$ cat src/rtl/core/tcpq_pkg.sv
`timescale 1ns / 1ps

package tcpq_pkg;

    localparam int NUM_QUEUES = 4;
    localparam int QIDX_W     = 2;

    // Command codes.
    localparam logic [1:0] OP_ENQUEUE = 2'd0;
    localparam logic [1:0] OP_CALL    = 2'd1;
    localparam logic [1:0] OP_REMOVE  = 2'd2;
    localparam logic [1:0] OP_CLEAR   = 2'd3;

    // Result status codes.
    localparam logic [2:0] STAT_SERVED    = 3'd0;
    localparam logic [2:0] STAT_NONE      = 3'd1;
    localparam logic [2:0] STAT_ENQUEUED  = 3'd2;
    localparam logic [2:0] STAT_REMOVED   = 3'd3;
    localparam logic [2:0] STAT_NOT_FOUND = 3'd4;
    localparam logic [2:0] STAT_FULL      = 3'd5;
    localparam logic [2:0] STAT_CLEARED   = 3'd6;

    typedef struct packed {
        logic [15:0] id;
        logic [2:0]  oper;
        logic [31:0] amount;
    } tcpq_entry_t;

    // Per-row command, shared by every cell of one queue.
    typedef struct packed {
        logic cmp;     // latch id match flags
        logic load;    // write the tail slot
        logic pop;     // shift whole row toward the head
        logic remove;  // shift from the first match onward
    } tcpq_ctrl_t;

endpackage

$ cat src/rtl/core/tcpq_cell.sv
`timescale 1ns / 1ps

module tcpq_cell
    import tcpq_pkg::*;
#(
    parameter int IDX   = 0,
    parameter int LEN_W = 5
) (
    input  logic        aclk,
    input  tcpq_ctrl_t  ctrl,
    input  logic [15:0] cmp_id,
    input  logic [LEN_W-1:0] len,
    input  tcpq_entry_t load_entry,
    input  tcpq_entry_t nbr_entry,
    input  logic        chain_in,
    output tcpq_entry_t entry,
    output logic        chain_out
);

    tcpq_entry_t entry_reg;
    logic        match_reg;
    logic        occupied;

    assign occupied  = (len > LEN_W'(IDX));
    assign entry     = entry_reg;
    // Once a match is seen, every cell from there to the tail takes its neighbor.
    assign chain_out = chain_in | match_reg;

    always_ff @(posedge aclk) begin
        if (ctrl.cmp) begin
            match_reg <= occupied && (entry_reg.id == cmp_id);
        end
        if (ctrl.load && (len == LEN_W'(IDX))) begin
            entry_reg <= load_entry;
        end else if (ctrl.pop || (ctrl.remove && chain_out)) begin
            entry_reg <= nbr_entry;
        end
    end

endmodule

$ cat src/rtl/core/tcpq_row.sv
`timescale 1ns / 1ps

module tcpq_row
    import tcpq_pkg::*;
#(
    parameter int DEPTH = 16,
    parameter int LEN_W = 5
) (
    input  logic        aclk,
    input  tcpq_ctrl_t  ctrl,
    input  logic [15:0] cmp_id,
    input  logic [LEN_W-1:0] len,
    input  tcpq_entry_t load_entry,
    output tcpq_entry_t head,
    output logic        found
);

    tcpq_entry_t cell_entry [DEPTH];
    tcpq_entry_t cell_nbr   [DEPTH];
    logic [DEPTH:0] chain;

    assign chain[0] = 1'b0;
    assign head     = cell_entry[0];
    assign found    = chain[DEPTH];

    for (genvar i = 0; i < DEPTH; i++) begin : g_cell
        if (i == DEPTH - 1) begin : g_last
            assign cell_nbr[i] = '0;
        end else begin : g_mid
            assign cell_nbr[i] = cell_entry[i+1];
        end

        tcpq_cell #(
            .IDX   (i),
            .LEN_W (LEN_W)
        ) u_cell (
            .aclk       (aclk),
            .ctrl       (ctrl),
            .cmp_id     (cmp_id),
            .len        (len),
            .load_entry (load_entry),
            .nbr_entry  (cell_nbr[i]),
            .chain_in   (chain[i]),
            .entry      (cell_entry[i]),
            .chain_out  (chain[i+1])
        );
    end

endmodule

$ cat src/rtl/core/two_class_priority_queues.sv
`timescale 1ns / 1ps
// Four FIFO queues held in rows of cells, one cell per slot; the head sits in cell 0.
// A request is accepted in ST_IDLE and carried out in ST_EXEC, whose firing writes the
// result registers. The id compare runs on acceptance and the shift or load of the row
// happens when ST_EXEC fires; a stalled result holds ST_EXEC and blocks new requests.
// Reset (synchronous, aresetn low) empties all queues and drops any pending result;
// slot contents are not cleared, so there is no clearing pass.

module two_class_priority_queues
    import tcpq_pkg::*;
#(
    parameter int QUEUE_DEPTH = 16
) (
    input  logic        aclk,
    input  logic        aresetn,
    input  logic        s_valid,
    output logic        s_ready,
    input  logic [1:0]  s_op,
    input  logic        s_resource,
    input  logic        s_priority_class,
    input  logic [15:0] s_cust_id,
    input  logic [2:0]  s_customer_operation,
    input  logic [31:0] s_amount_cents,
    output logic        m_valid,
    input  logic        m_ready,
    output logic [2:0]  m_status,
    output logic [15:0] m_out_id,
    output logic [2:0]  m_out_operation,
    output logic [31:0] m_out_amount_cents,
    output logic        m_from_priority,
    output logic [4:0]  m_queue_length
);

    localparam int LEN_W = $clog2(QUEUE_DEPTH + 1);

    typedef enum logic {
        ST_IDLE,
        ST_EXEC
    } state_t;

    state_t             state_reg;
    logic [1:0]         op_reg;
    logic               res_reg;
    logic [QIDX_W-1:0]  q_reg;
    tcpq_entry_t        req_entry_reg;
    logic [LEN_W-1:0]   len_reg [NUM_QUEUES];

    logic               m_valid_reg;
    logic [2:0]         status_reg;
    tcpq_entry_t        out_entry_reg;
    logic               from_prio_reg;
    logic [4:0]         out_len_reg;

    logic               accept;
    logic               fire;
    logic [QIDX_W-1:0]  s_q;
    logic [QIDX_W-1:0]  pq;
    logic [QIDX_W-1:0]  gq;
    logic               call_hit;
    logic               call_prio;
    logic [QIDX_W-1:0]  src_q;
    tcpq_ctrl_t         row_ctrl  [NUM_QUEUES];
    tcpq_entry_t        row_head  [NUM_QUEUES];
    logic [NUM_QUEUES-1:0] row_found;

    assign s_ready = (state_reg == ST_IDLE);
    assign accept  = s_valid && s_ready;
    assign fire    = (state_reg == ST_EXEC) && (!m_valid_reg || m_ready);
    assign s_q     = {s_resource, s_priority_class};

    // Strict priority: the resource's priority queue first, then its general queue.
    assign pq        = {res_reg, 1'b1};
    assign gq        = {res_reg, 1'b0};
    assign call_prio = (len_reg[pq] != '0);
    assign call_hit  = call_prio || (len_reg[gq] != '0);
    assign src_q     = call_prio ? pq : gq;

    for (genvar r = 0; r < NUM_QUEUES; r++) begin : g_row
        always_comb begin
            row_ctrl[r].cmp    = accept && (s_q == QIDX_W'(r));
            row_ctrl[r].load   = fire && (op_reg == OP_ENQUEUE) && (q_reg == QIDX_W'(r))
                                 && (len_reg[r] < LEN_W'(QUEUE_DEPTH));
            row_ctrl[r].pop    = fire && (op_reg == OP_CALL) && call_hit
                                 && (src_q == QIDX_W'(r));
            row_ctrl[r].remove = fire && (op_reg == OP_REMOVE) && (q_reg == QIDX_W'(r));
        end

        tcpq_row #(
            .DEPTH (QUEUE_DEPTH),
            .LEN_W (LEN_W)
        ) u_row (
            .aclk       (aclk),
            .ctrl       (row_ctrl[r]),
            .cmp_id     (s_cust_id),
            .len        (len_reg[r]),
            .load_entry (req_entry_reg),
            .head       (row_head[r]),
            .found      (row_found[r])
        );
    end

    function automatic logic [4:0] len5(input logic [LEN_W-1:0] n);
        logic [LEN_W+4:0] wide;
        wide = {5'b0, n};
        return wide[4:0];
    endfunction

    always_ff @(posedge aclk) begin
        if (!aresetn) begin
            state_reg   <= ST_IDLE;
            m_valid_reg <= 1'b0;
            for (int k = 0; k < NUM_QUEUES; k++) begin
                len_reg[k] <= '0;
            end
        end else begin
            if (fire) begin
                m_valid_reg <= 1'b1;
            end else if (m_valid_reg && m_ready) begin
                m_valid_reg <= 1'b0;
            end
            case (state_reg)
                ST_IDLE: begin
                    if (accept) begin
                        op_reg               <= s_op;
                        res_reg              <= s_resource;
                        q_reg                <= s_q;
                        req_entry_reg.id     <= s_cust_id;
                        req_entry_reg.oper   <= s_customer_operation;
                        req_entry_reg.amount <= s_amount_cents;
                        state_reg            <= ST_EXEC;
                    end
                end
                ST_EXEC: begin
                    if (fire) begin
                        // Entry data and the priority flag are carried by a serve only.
                        out_entry_reg <= ((op_reg == OP_CALL) && call_hit) ? row_head[src_q]
                                                                           : '0;
                        from_prio_reg <= (op_reg == OP_CALL) && call_hit && call_prio;
                        state_reg     <= ST_IDLE;
                        case (op_reg)
                            OP_ENQUEUE: begin
                                if (len_reg[q_reg] >= LEN_W'(QUEUE_DEPTH)) begin
                                    status_reg  <= STAT_FULL;
                                    out_len_reg <= len5(len_reg[q_reg]);
                                end else begin
                                    status_reg     <= STAT_ENQUEUED;
                                    len_reg[q_reg] <= len_reg[q_reg] + 1'b1;
                                    out_len_reg    <= len5(len_reg[q_reg] + 1'b1);
                                end
                            end
                            OP_CALL: begin
                                if (call_hit) begin
                                    status_reg     <= STAT_SERVED;
                                    len_reg[src_q] <= len_reg[src_q] - 1'b1;
                                    out_len_reg    <= len5(len_reg[src_q] - 1'b1);
                                end else begin
                                    status_reg  <= STAT_NONE;
                                    out_len_reg <= '0;
                                end
                            end
                            OP_REMOVE: begin
                                if (row_found[q_reg]) begin
                                    status_reg     <= STAT_REMOVED;
                                    len_reg[q_reg] <= len_reg[q_reg] - 1'b1;
                                    out_len_reg    <= len5(len_reg[q_reg] - 1'b1);
                                end else begin
                                    status_reg  <= STAT_NOT_FOUND;
                                    out_len_reg <= len5(len_reg[q_reg]);
                                end
                            end
                            default: begin
                                status_reg     <= STAT_CLEARED;
                                len_reg[q_reg] <= '0;
                                out_len_reg    <= '0;
                            end
                        endcase
                    end
                end
                default: begin
                    state_reg <= ST_IDLE;
                end
            endcase
        end
    end

    assign m_valid            = m_valid_reg;
    assign m_status           = status_reg;
    assign m_out_id           = out_entry_reg.id;
    assign m_out_operation    = out_entry_reg.oper;
    assign m_out_amount_cents = out_entry_reg.amount;
    assign m_from_priority    = from_prio_reg;
    assign m_queue_length     = out_len_reg;

    // An accepted request blocks the input until its result has been produced.
    assert property (@(posedge aclk) disable iff (!aresetn)
        (s_valid && s_ready) |=> !s_ready)
        else $error("input accepted while a request is in flight");

    // A fresh enqueue result always reports a non-empty queue.
    assert property (@(posedge aclk) disable iff (!aresetn)
        ($rose(m_valid) && (m_status == STAT_ENQUEUED)) |-> (m_queue_length != '0))
        else $error("enqueue reported an empty queue");

    // Only a serve carries entry data or the priority flag.
    assert property (@(posedge aclk) disable iff (!aresetn)
        (m_valid && (m_status != STAT_SERVED))
        |-> (!m_from_priority && (m_out_id == '0) && (m_out_operation == '0)
             && (m_out_amount_cents == '0)))
        else $error("entry fields set on a result that is not a serve");

    // An empty call reports a zero length.
    assert property (@(posedge aclk) disable iff (!aresetn)
        (m_valid && (m_status == STAT_NONE)) |-> (m_queue_length == '0))
        else $error("empty call reported a nonzero length");

endmodule
$ cat config.mk
export PLATFORM = sky130hd
export DESIGN_NAME = two_class_priority_queues
export DESIGN_NICKNAME = d
export VERILOG_FILES = /design/src/rtl/core/tcpq_pkg.sv /design/src/rtl/core/tcpq_cell.sv /design/src/rtl/core/tcpq_row.sv /design/src/rtl/core/two_class_priority_queues.sv
export SDC_FILE = /design/constraint.sdc
export NUM_CORES = 2
export LEC_CHECK = 0
export BUFFER_PORTS_ARGS = -buffer_cell sky130_fd_sc_hd__buf_2
export CAP_MARGIN = 25
export CORE_MARGIN = 8
export CORE_UTILIZATION = 30
export CTS_CLUSTER_DIAMETER = 200
export DETAILED_ROUTE_END_ITERATION = 12
export MAX_ROUTING_LAYER = met4
export PLACE_DENSITY = 0.56
export SLEW_MARGIN = 15
export SYNTH_ARGS = -nofsm -noshare
export SYNTH_HDL_FRONTEND = slang
export SYNTH_HIERARCHICAL = 1
export SYNTH_SLANG_ARGS = --single-unit
$ cat constraint.sdc
create_clock -name aclk -period 8.9 [get_ports aclk]
set_input_delay 1.335 -clock aclk [delete_from_list [all_inputs] [get_ports aclk]]
set_output_delay 1.335 -clock aclk [all_outputs]
set_load 0.005 [all_outputs]
After elaboration in Yosys (flattened, before gate mapping)
Memory sizes are Yosys's and may differ from the RTL's. A register that Yosys moved wholly into a read port is not among the register bits.
Cells that the tools add are included.
{"block": "op_classes", "bitwise_logic": 64, "eq_ne": 135, "mux": 182, "n_reduce_logical": 368, "order_cmp": 71, "n_addsub": 3}
{"cell": "two-way mux 51 bit", "n": 130}
{"cell": "equality test 16 bit", "n": 64}
{"cell": "logical AND 1 bit", "n": 221}
{"cell": "equality test 5 x 4 -> 1 bit (second input constant)", "n": 32}
{"cell": "greater-than comparator 5 x 4 -> 1 bit (second input constant)", "n": 32}
{"cell": "nonzero test 2 bit", "n": 65}
{"cell": "binary-select mux 51 bit (select 2 bit)", "n": 1}
{"cell": "equality test 5 x 3 -> 1 bit (second input constant)", "n": 16}
{"cell": "greater-than comparator 5 x 3 -> 1 bit (second input constant)", "n": 16}
{"cell": "logical OR 1 bit", "n": 66}
{"cell": "OR 1 bit", "n": 62}
{"cell": "equality test 5 x 2 -> 1 bit (second input constant)", "n": 8}
{"cell": "greater-than comparator 5 x 1 -> 1 bit (second input constant)", "n": 8}
{"cell": "greater-than comparator 5 x 2 -> 1 bit (second input constant)", "n": 8}
{"cell": "two-way mux 5 bit", "n": 7}
{"cell": "two-way mux 1 bit", "n": 33}
{"cell": "equality test 5 x 1 -> 1 bit (second input constant)", "n": 4}
{"cell": "logical NOT 5 bit", "n": 4}
{"cell": "< comparator 5 bit (second input constant)", "n": 4}
{"cell": "case mux 5 bit (3 select lines)", "n": 1}
{"cell": "equality test 2 bit (second input constant)", "n": 7}
{"cell": "two-way mux 2 bit", "n": 5}
{"cell": "nonzero test 5 bit", "n": 2}
{"cell": "OR reduction 5 bit", "n": 2}
{"cell": "other kinds (16)", "n": 25}
{"block": "totals", "mem_bits_rw": 20, "in_bits": 59, "regBits": 3446, "word_cells": 1094, "output_inout_bits": 62, "mem_count": 1}
{"memory": "len_reg", "words": 4, "word_bits": 5, "read_ports": 8, "rd_ports_with_merged_regs": 3, "wr": 4, "line": "two_class_priority_queues.sv:46", "text": "logic [LEN_W-1:0] len_reg [NUM_QUEUES];"}

Longest topological paths before layout
{"block": "depth", "word_depth": 28, "mapped_depth": 23, "depth_no_buf": 23}

Hierarchy
The synthesis kept the hierarchy.
{"mod": "tcpq_cell at g_row[0].u_row.g_cell[11].u_cell ...", "n_inst": 8, "area_per_inst_um2": 2466.1, "cells_per_inst": 135, "seq_area_each_um2": 1561.5}
{"mod": "tcpq_cell at g_row[0].u_row.g_cell[2].u_cell ...", "n_inst": 8, "area_per_inst_um2": 2418.6, "cells_per_inst": 136, "seq_area_each_um2": 1561.5}
{"mod": "tcpq_cell at g_row[0].u_row.g_cell[1].u_cell ...", "n_inst": 4, "area_per_inst_um2": 2650.0, "cells_per_inst": 135, "seq_area_each_um2": 1561.5}
{"mod": "tcpq_cell at g_row[0].u_row.g_cell[9].u_cell ...", "n_inst": 4, "area_per_inst_um2": 2643.8, "cells_per_inst": 135, "seq_area_each_um2": 1561.5}
{"mod": "tcpq_cell at g_row[0].u_row.g_cell[3].u_cell ...", "n_inst": 4, "area_per_inst_um2": 2640.0, "cells_per_inst": 135, "seq_area_each_um2": 1561.5}
{"mod": "tcpq_cell at g_row[0].u_row.g_cell[7].u_cell ...", "n_inst": 4, "area_per_inst_um2": 2635.0, "cells_per_inst": 136, "seq_area_each_um2": 1561.5}
{"mod": "tcpq_cell at g_row[0].u_row.g_cell[6].u_cell ...", "n_inst": 4, "area_per_inst_um2": 2616.3, "cells_per_inst": 136, "seq_area_each_um2": 1561.5}
{"mod": "tcpq_cell at g_row[0].u_row.g_cell[12].u_cell ...", "n_inst": 4, "area_per_inst_um2": 2610.0, "cells_per_inst": 137, "seq_area_each_um2": 1561.5}
{"mod": "tcpq_cell at g_row[0].u_row.g_cell[5].u_cell ...", "n_inst": 4, "area_per_inst_um2": 2602.5, "cells_per_inst": 137, "seq_area_each_um2": 1561.5}
{"mod": "tcpq_cell at g_row[0].u_row.g_cell[0].u_cell ...", "n_inst": 4, "area_per_inst_um2": 2600.0, "cells_per_inst": 136, "seq_area_each_um2": 1561.5}
{"mod": "tcpq_cell at g_row[0].u_row.g_cell[15].u_cell ...", "n_inst": 4, "area_per_inst_um2": 2448.6, "cells_per_inst": 134, "seq_area_each_um2": 1561.5}
{"mod": "tcpq_cell at g_row[0].u_row.g_cell[10].u_cell ...", "n_inst": 4, "area_per_inst_um2": 2419.8, "cells_per_inst": 137, "seq_area_each_um2": 1561.5}
{"mod": "tcpq_cell at g_row[0].u_row.g_cell[4].u_cell ...", "n_inst": 4, "area_per_inst_um2": 2416.1, "cells_per_inst": 138, "seq_area_each_um2": 1561.5}
{"mod": "tcpq_cell at g_row[0].u_row.g_cell[14].u_cell ...", "n_inst": 4, "area_per_inst_um2": 2408.6, "cells_per_inst": 137, "seq_area_each_um2": 1561.5}
{"mod": "2 more rows"}

Worst setup path after synthesis
OpenSTA, ideal clock, no wires.
{"block": "synth_path", "kind": "reg-to-reg", "start": "register g_row[3].u_row.g_cell[0].u_cell.match_reg", "end": "memory len_reg[2][4], data pin", "synth_period_minus_slack_ns": 6.364, "arrival_ns": 6.097, "setup_ns": 0.266, "path_stages_with_launch": 24, "slack_ns": 2.536, "path_buffers": 0, "required_ns": 8.634, "cell_sequence": "edfxtp_1 or2_2 or2_2 or2_2 or2_2 or2_2 or2_2 or2_2 or2_2 or2_2 or2_2 or2_2 or2_2 or2_2 or2_2 or2_2 or2_2 mux4_2 nand2_2 nor2_4 mux2i_1 xor2_1 a211oi_2 nor2_1"}
{"element": "start: declaration", "line": "tcpq_cell.sv:21", "text": "logic match_reg;"}
{"element": "start signal: assignment", "line": "tcpq_cell.sv:31", "text": "match_reg <= occupied && (entry_reg.id == cmp_id);"}
{"element": "end: declaration", "line": "two_class_priority_queues.sv:46"}

==> reports/qor.txt <==
wire length per cell -> 26.9 µm
# Post-CTS Setup Buffers -> 0
# resized after CTS -> 0
global placer's final weighted congestion -> 0.859
met3 usage -> 2.26%
Die Wd -> 766 µm
post-route cell area -> 0.191 mm²
area delta synth->final -> 12.9%
CP Data Required Time -> 9.63 ns
DRC -> 0
number of flip-flops in the largest register -> 3264
register bit total from synthesis -> 3467
XOR/XNOR share of the synthesized area -> 5.35%
Post-DP HPWL -> 294000 µm
Via density -> 4.77
syn avg cell area -> 18.4 µm²
root buffer cell -> clkbuf_16
Final Max Tran Viols -> 0
Die H -> 766 µm
critical path class -> reg -> reg
grt peak-use layer -> met2
relative slew slack -> 18.5%
critical path arrival -> 8.10 ns
clk_lat worst skew -> 1.00 ns
Crit path buffers/inverters -> 0
Crit path max-delay family -> simple AND/OR/NAND/NOR gates
Pwr Density -> 187 mW/mm²
fillers -> 53000
hold buffers post-CTS -> 0
Worst-path clk slew -> 0.06 ns
Final Worst Setup Slack -> 1.52 ns
Max clock buf depth -> 4
met1 Track Usage GR -> 22.4%
pre-CTS worst setup slack -> 1.73 ns
Placed Area -> 0.177 mm²
Compound-Gate Fraction of Synth Area -> 0.619%
Tcrit/Tclk final -> 82.9%
final WL -> 473000 µm
vias in the first global route -> 86300
sequential share of the synthesized area -> 61.6%
prevailing post-synth register cell -> edfxtp_1
mux contribution to synthesized area -> 26.3%
simple-gate area share of the yosys netlist -> 3.30%
warnings from Yosys -> 6
# nets final -> 9820
IO buf count -> 120
Setup TNS Final -> 0 ns
Worst setup SP type -> register
worst clock skew -> 0.0635 ns
clock sink total -> 3467
Final ANT Viol Nets -> 0
CP Capture Type -> register
Fin. Hold Viols -> 0
initial core utilization -> 30.1%
CP peak stage delay -> 0.62 ns
RSZ-0062 raised after global routing -> no
maximum clock rate -> 136 MHz
GRT met2 Usage -> 23.1%
Min-Delay Path Class -> reg -> reg
actual slew at the worst max-slew pin -> 1.22 ns
largest family of logic cells by synthesized area -> multiplexers
via count -> 83800
Cell Area, Synth -> 0.169 mm²
Final setup viols -> 0
Max-Cap Viols -> 0
I/O pin cnt -> 121
leak pwr -> 66.8 nW
Gate Count Post-Synth -> 9152
largest net degree at the start of global routing -> 65
EDFF count, synth -> 3463
Max VDD drop -> 0.151 mV
CP max FO -> 6
most frequent CP cell -> or2_2
drt first pass iters -> 6
layout cells sized above 1 -> 44.2%
die footprint -> 0.587 mm²
status -> completed
Std-Cell Rows -> 275
Initial DRC Count -> 8545
slowest CP cell -> mux4_2
initial antenna violation count -> 57
grt ovf -> 0
Synth Area in Adders -> 0.0148%
CTS tree -> yes
first-pass GRT wire length -> 664000 µm
H-tree lvl count -> 5
ys async rst share -> 0%
CTS Buf Count -> 373
min Tclk post-route -> 7.38 ns
critical path, cell by cell -> or2_2 -> or2_2 -> or2_2 -> or2_2 -> or2_2 -> or2_2 -> or2_2 -> or2_2 -> or2_2 -> or2_2 -> or2_2 -> or2_2 -> or2_2 -> or2_2 -> or2_2 -> or2_2 -> mux4_2 -> nand2_2 -> nor2_4 -> mux2i_1 -> xnor2_1 -> a32oi_1 -> nor2_1
Placeable Area -> 0.561 mm²
post-synth cell types -> 82
Tot GR Track Use -> 15.8%
cells in the mapped netlist (13+ instances only):
library cell / count / share of area [%]
and2_1: 53 / 0.20
nor4_1: 190 / 0.70
inv_1: 13 / 0.029
xnor2_1: 339 / 1.8
mux2_2: 1510 / 10
or2_2: 64 / 0.24
nor2_1: 69 / 0.15
mux4_2: 59 / 0.79
nand2_1: 75 / 0.17
clkbuf_1: 15 / 0.033
buf_4: 29 / 0.13
nand4_1: 104 / 0.39
mux2_1: 80 / 0.53
o21ai_0: 14 / 0.042
a21oi_1: 65 / 0.19
edfxtp_1: 3463 / 62
a211o_1: 20 / 0.10
xor2_1: 691 / 3.6
buf_12: 84 / 1.0
mux2_4: 1676 / 15
nand3_1: 35 / 0.10
nor3_1: 37 / 0.11
buf_6: 229 / 1.5
power by group:
group | leakage, nW | internal (mW) | switching (mW)
Clock | 6.01 | 9.11 | 6.65
Combinational | 29.4 | 0.511 | 1.15
Sequential | 31.4 | 18.0 | 0.111
Total | 66.8 | 27.7 | 7.92
cell type report:
type	instances	area [µm²]	area share [%]
Clock buffer	439	9670	5.07
Tap cell	7479	9360	4.91
Inverter	13	48.8	0.0256
Multi-Input combinational cell	5517	61200	32.1
Clock inverter	248	2780	1.46
Antenna cell	28	70.1	0.0367
Sequential cell	3467	104000	54.6
Timing Repair Buffer	387	3540	1.86
stage by stage:
| step | hold slack [ns] | power [mW] | instances | utilization, % |
|---|---|---|---|---|
| final | 0.509 | 35.6 | 17600 | 34.0 |
| after CTS | 0.403 | 35.9 | 17500 | 33.9 |
| after global placement | 0.513 | 20.1 | 16800 | 31.6 |
| after detailed placement | 0.517 | 20.1 | 16800 | 31.6 |
| after floorplan | 0.508 | 19.3 | 9356 | - |
| after global routing | 0.449 | 36.6 | 17600 | 34.0 |
cell usage in the layout (no fill, tap or decap), drive strengths merged, types with 85 or more instances in the layout:
cell type,instances
mux2,3266
nand4,116
buf,387
xor2,692
clkinv,170
xnor2,339
nand2,85
clkbuf,439
edfxtp,3463
conb,208
nor4,199
final timing paths:
check	start	endpoint	slack (ns)	cells past startpoint
max reg2reg	g_row[1].u_row/g_cell[0].u_cell/match_reg	len_reg[0][2]	1.52	23
min	g_row[1].u_row/g_cell[15].u_cell/entry[4]	g_row[1].u_row/g_cell[14].u_cell/entry[4]	0.51	1
min reg2reg	g_row[1].u_row/g_cell[15].u_cell/entry[4]	g_row[1].u_row/g_cell[14].u_cell/entry[4]	0.51	1
max	g_row[1].u_row/g_cell[0].u_cell/match_reg	len_reg[0][2]	1.52	23
logic make-up (layout without fill, tap and decap cells):
kind of cell / count (synthesis) / count (layout)
other: 4 / 236
AOI/OAI and AO/OA: 152 / 152
DFF: 3467 / 3467
muxes: 3332 / 3332
xor gates and xnor gates: 1031 / 1031
buffers and inverters: 372 / 1087
and+or+nand+nor: 792 / 792
adders and majority gates: 2 / 2
routing by layer:
metal	part of all wire, %	vias to the layer above
met5	0	-
met4	3.9	0
met3	6.1	791
met2	43	2954
met1	47	43400
li1	-	36700
worst register-to-register path, cell delays in order (launching register included):
cell      delay (ns)
edfxtp_1        0.35
or2_2           0.31
or2_2           0.30
or2_2           0.30
or2_2           0.30
or2_2           0.30
or2_2           0.29
or2_2           0.30
or2_2           0.29
or2_2           0.31
or2_2           0.31
or2_2           0.33
or2_2           0.31
or2_2           0.32
or2_2           0.32
or2_2           0.32
or2_2           0.40
mux4_2          0.63
nand2_2         0.21
nor2_4          0.08
mux2i_1         0.21
xnor2_1         0.09
a32oi_1         0.44
nor2_1          0.12
(Power assumes the default switching activity.)
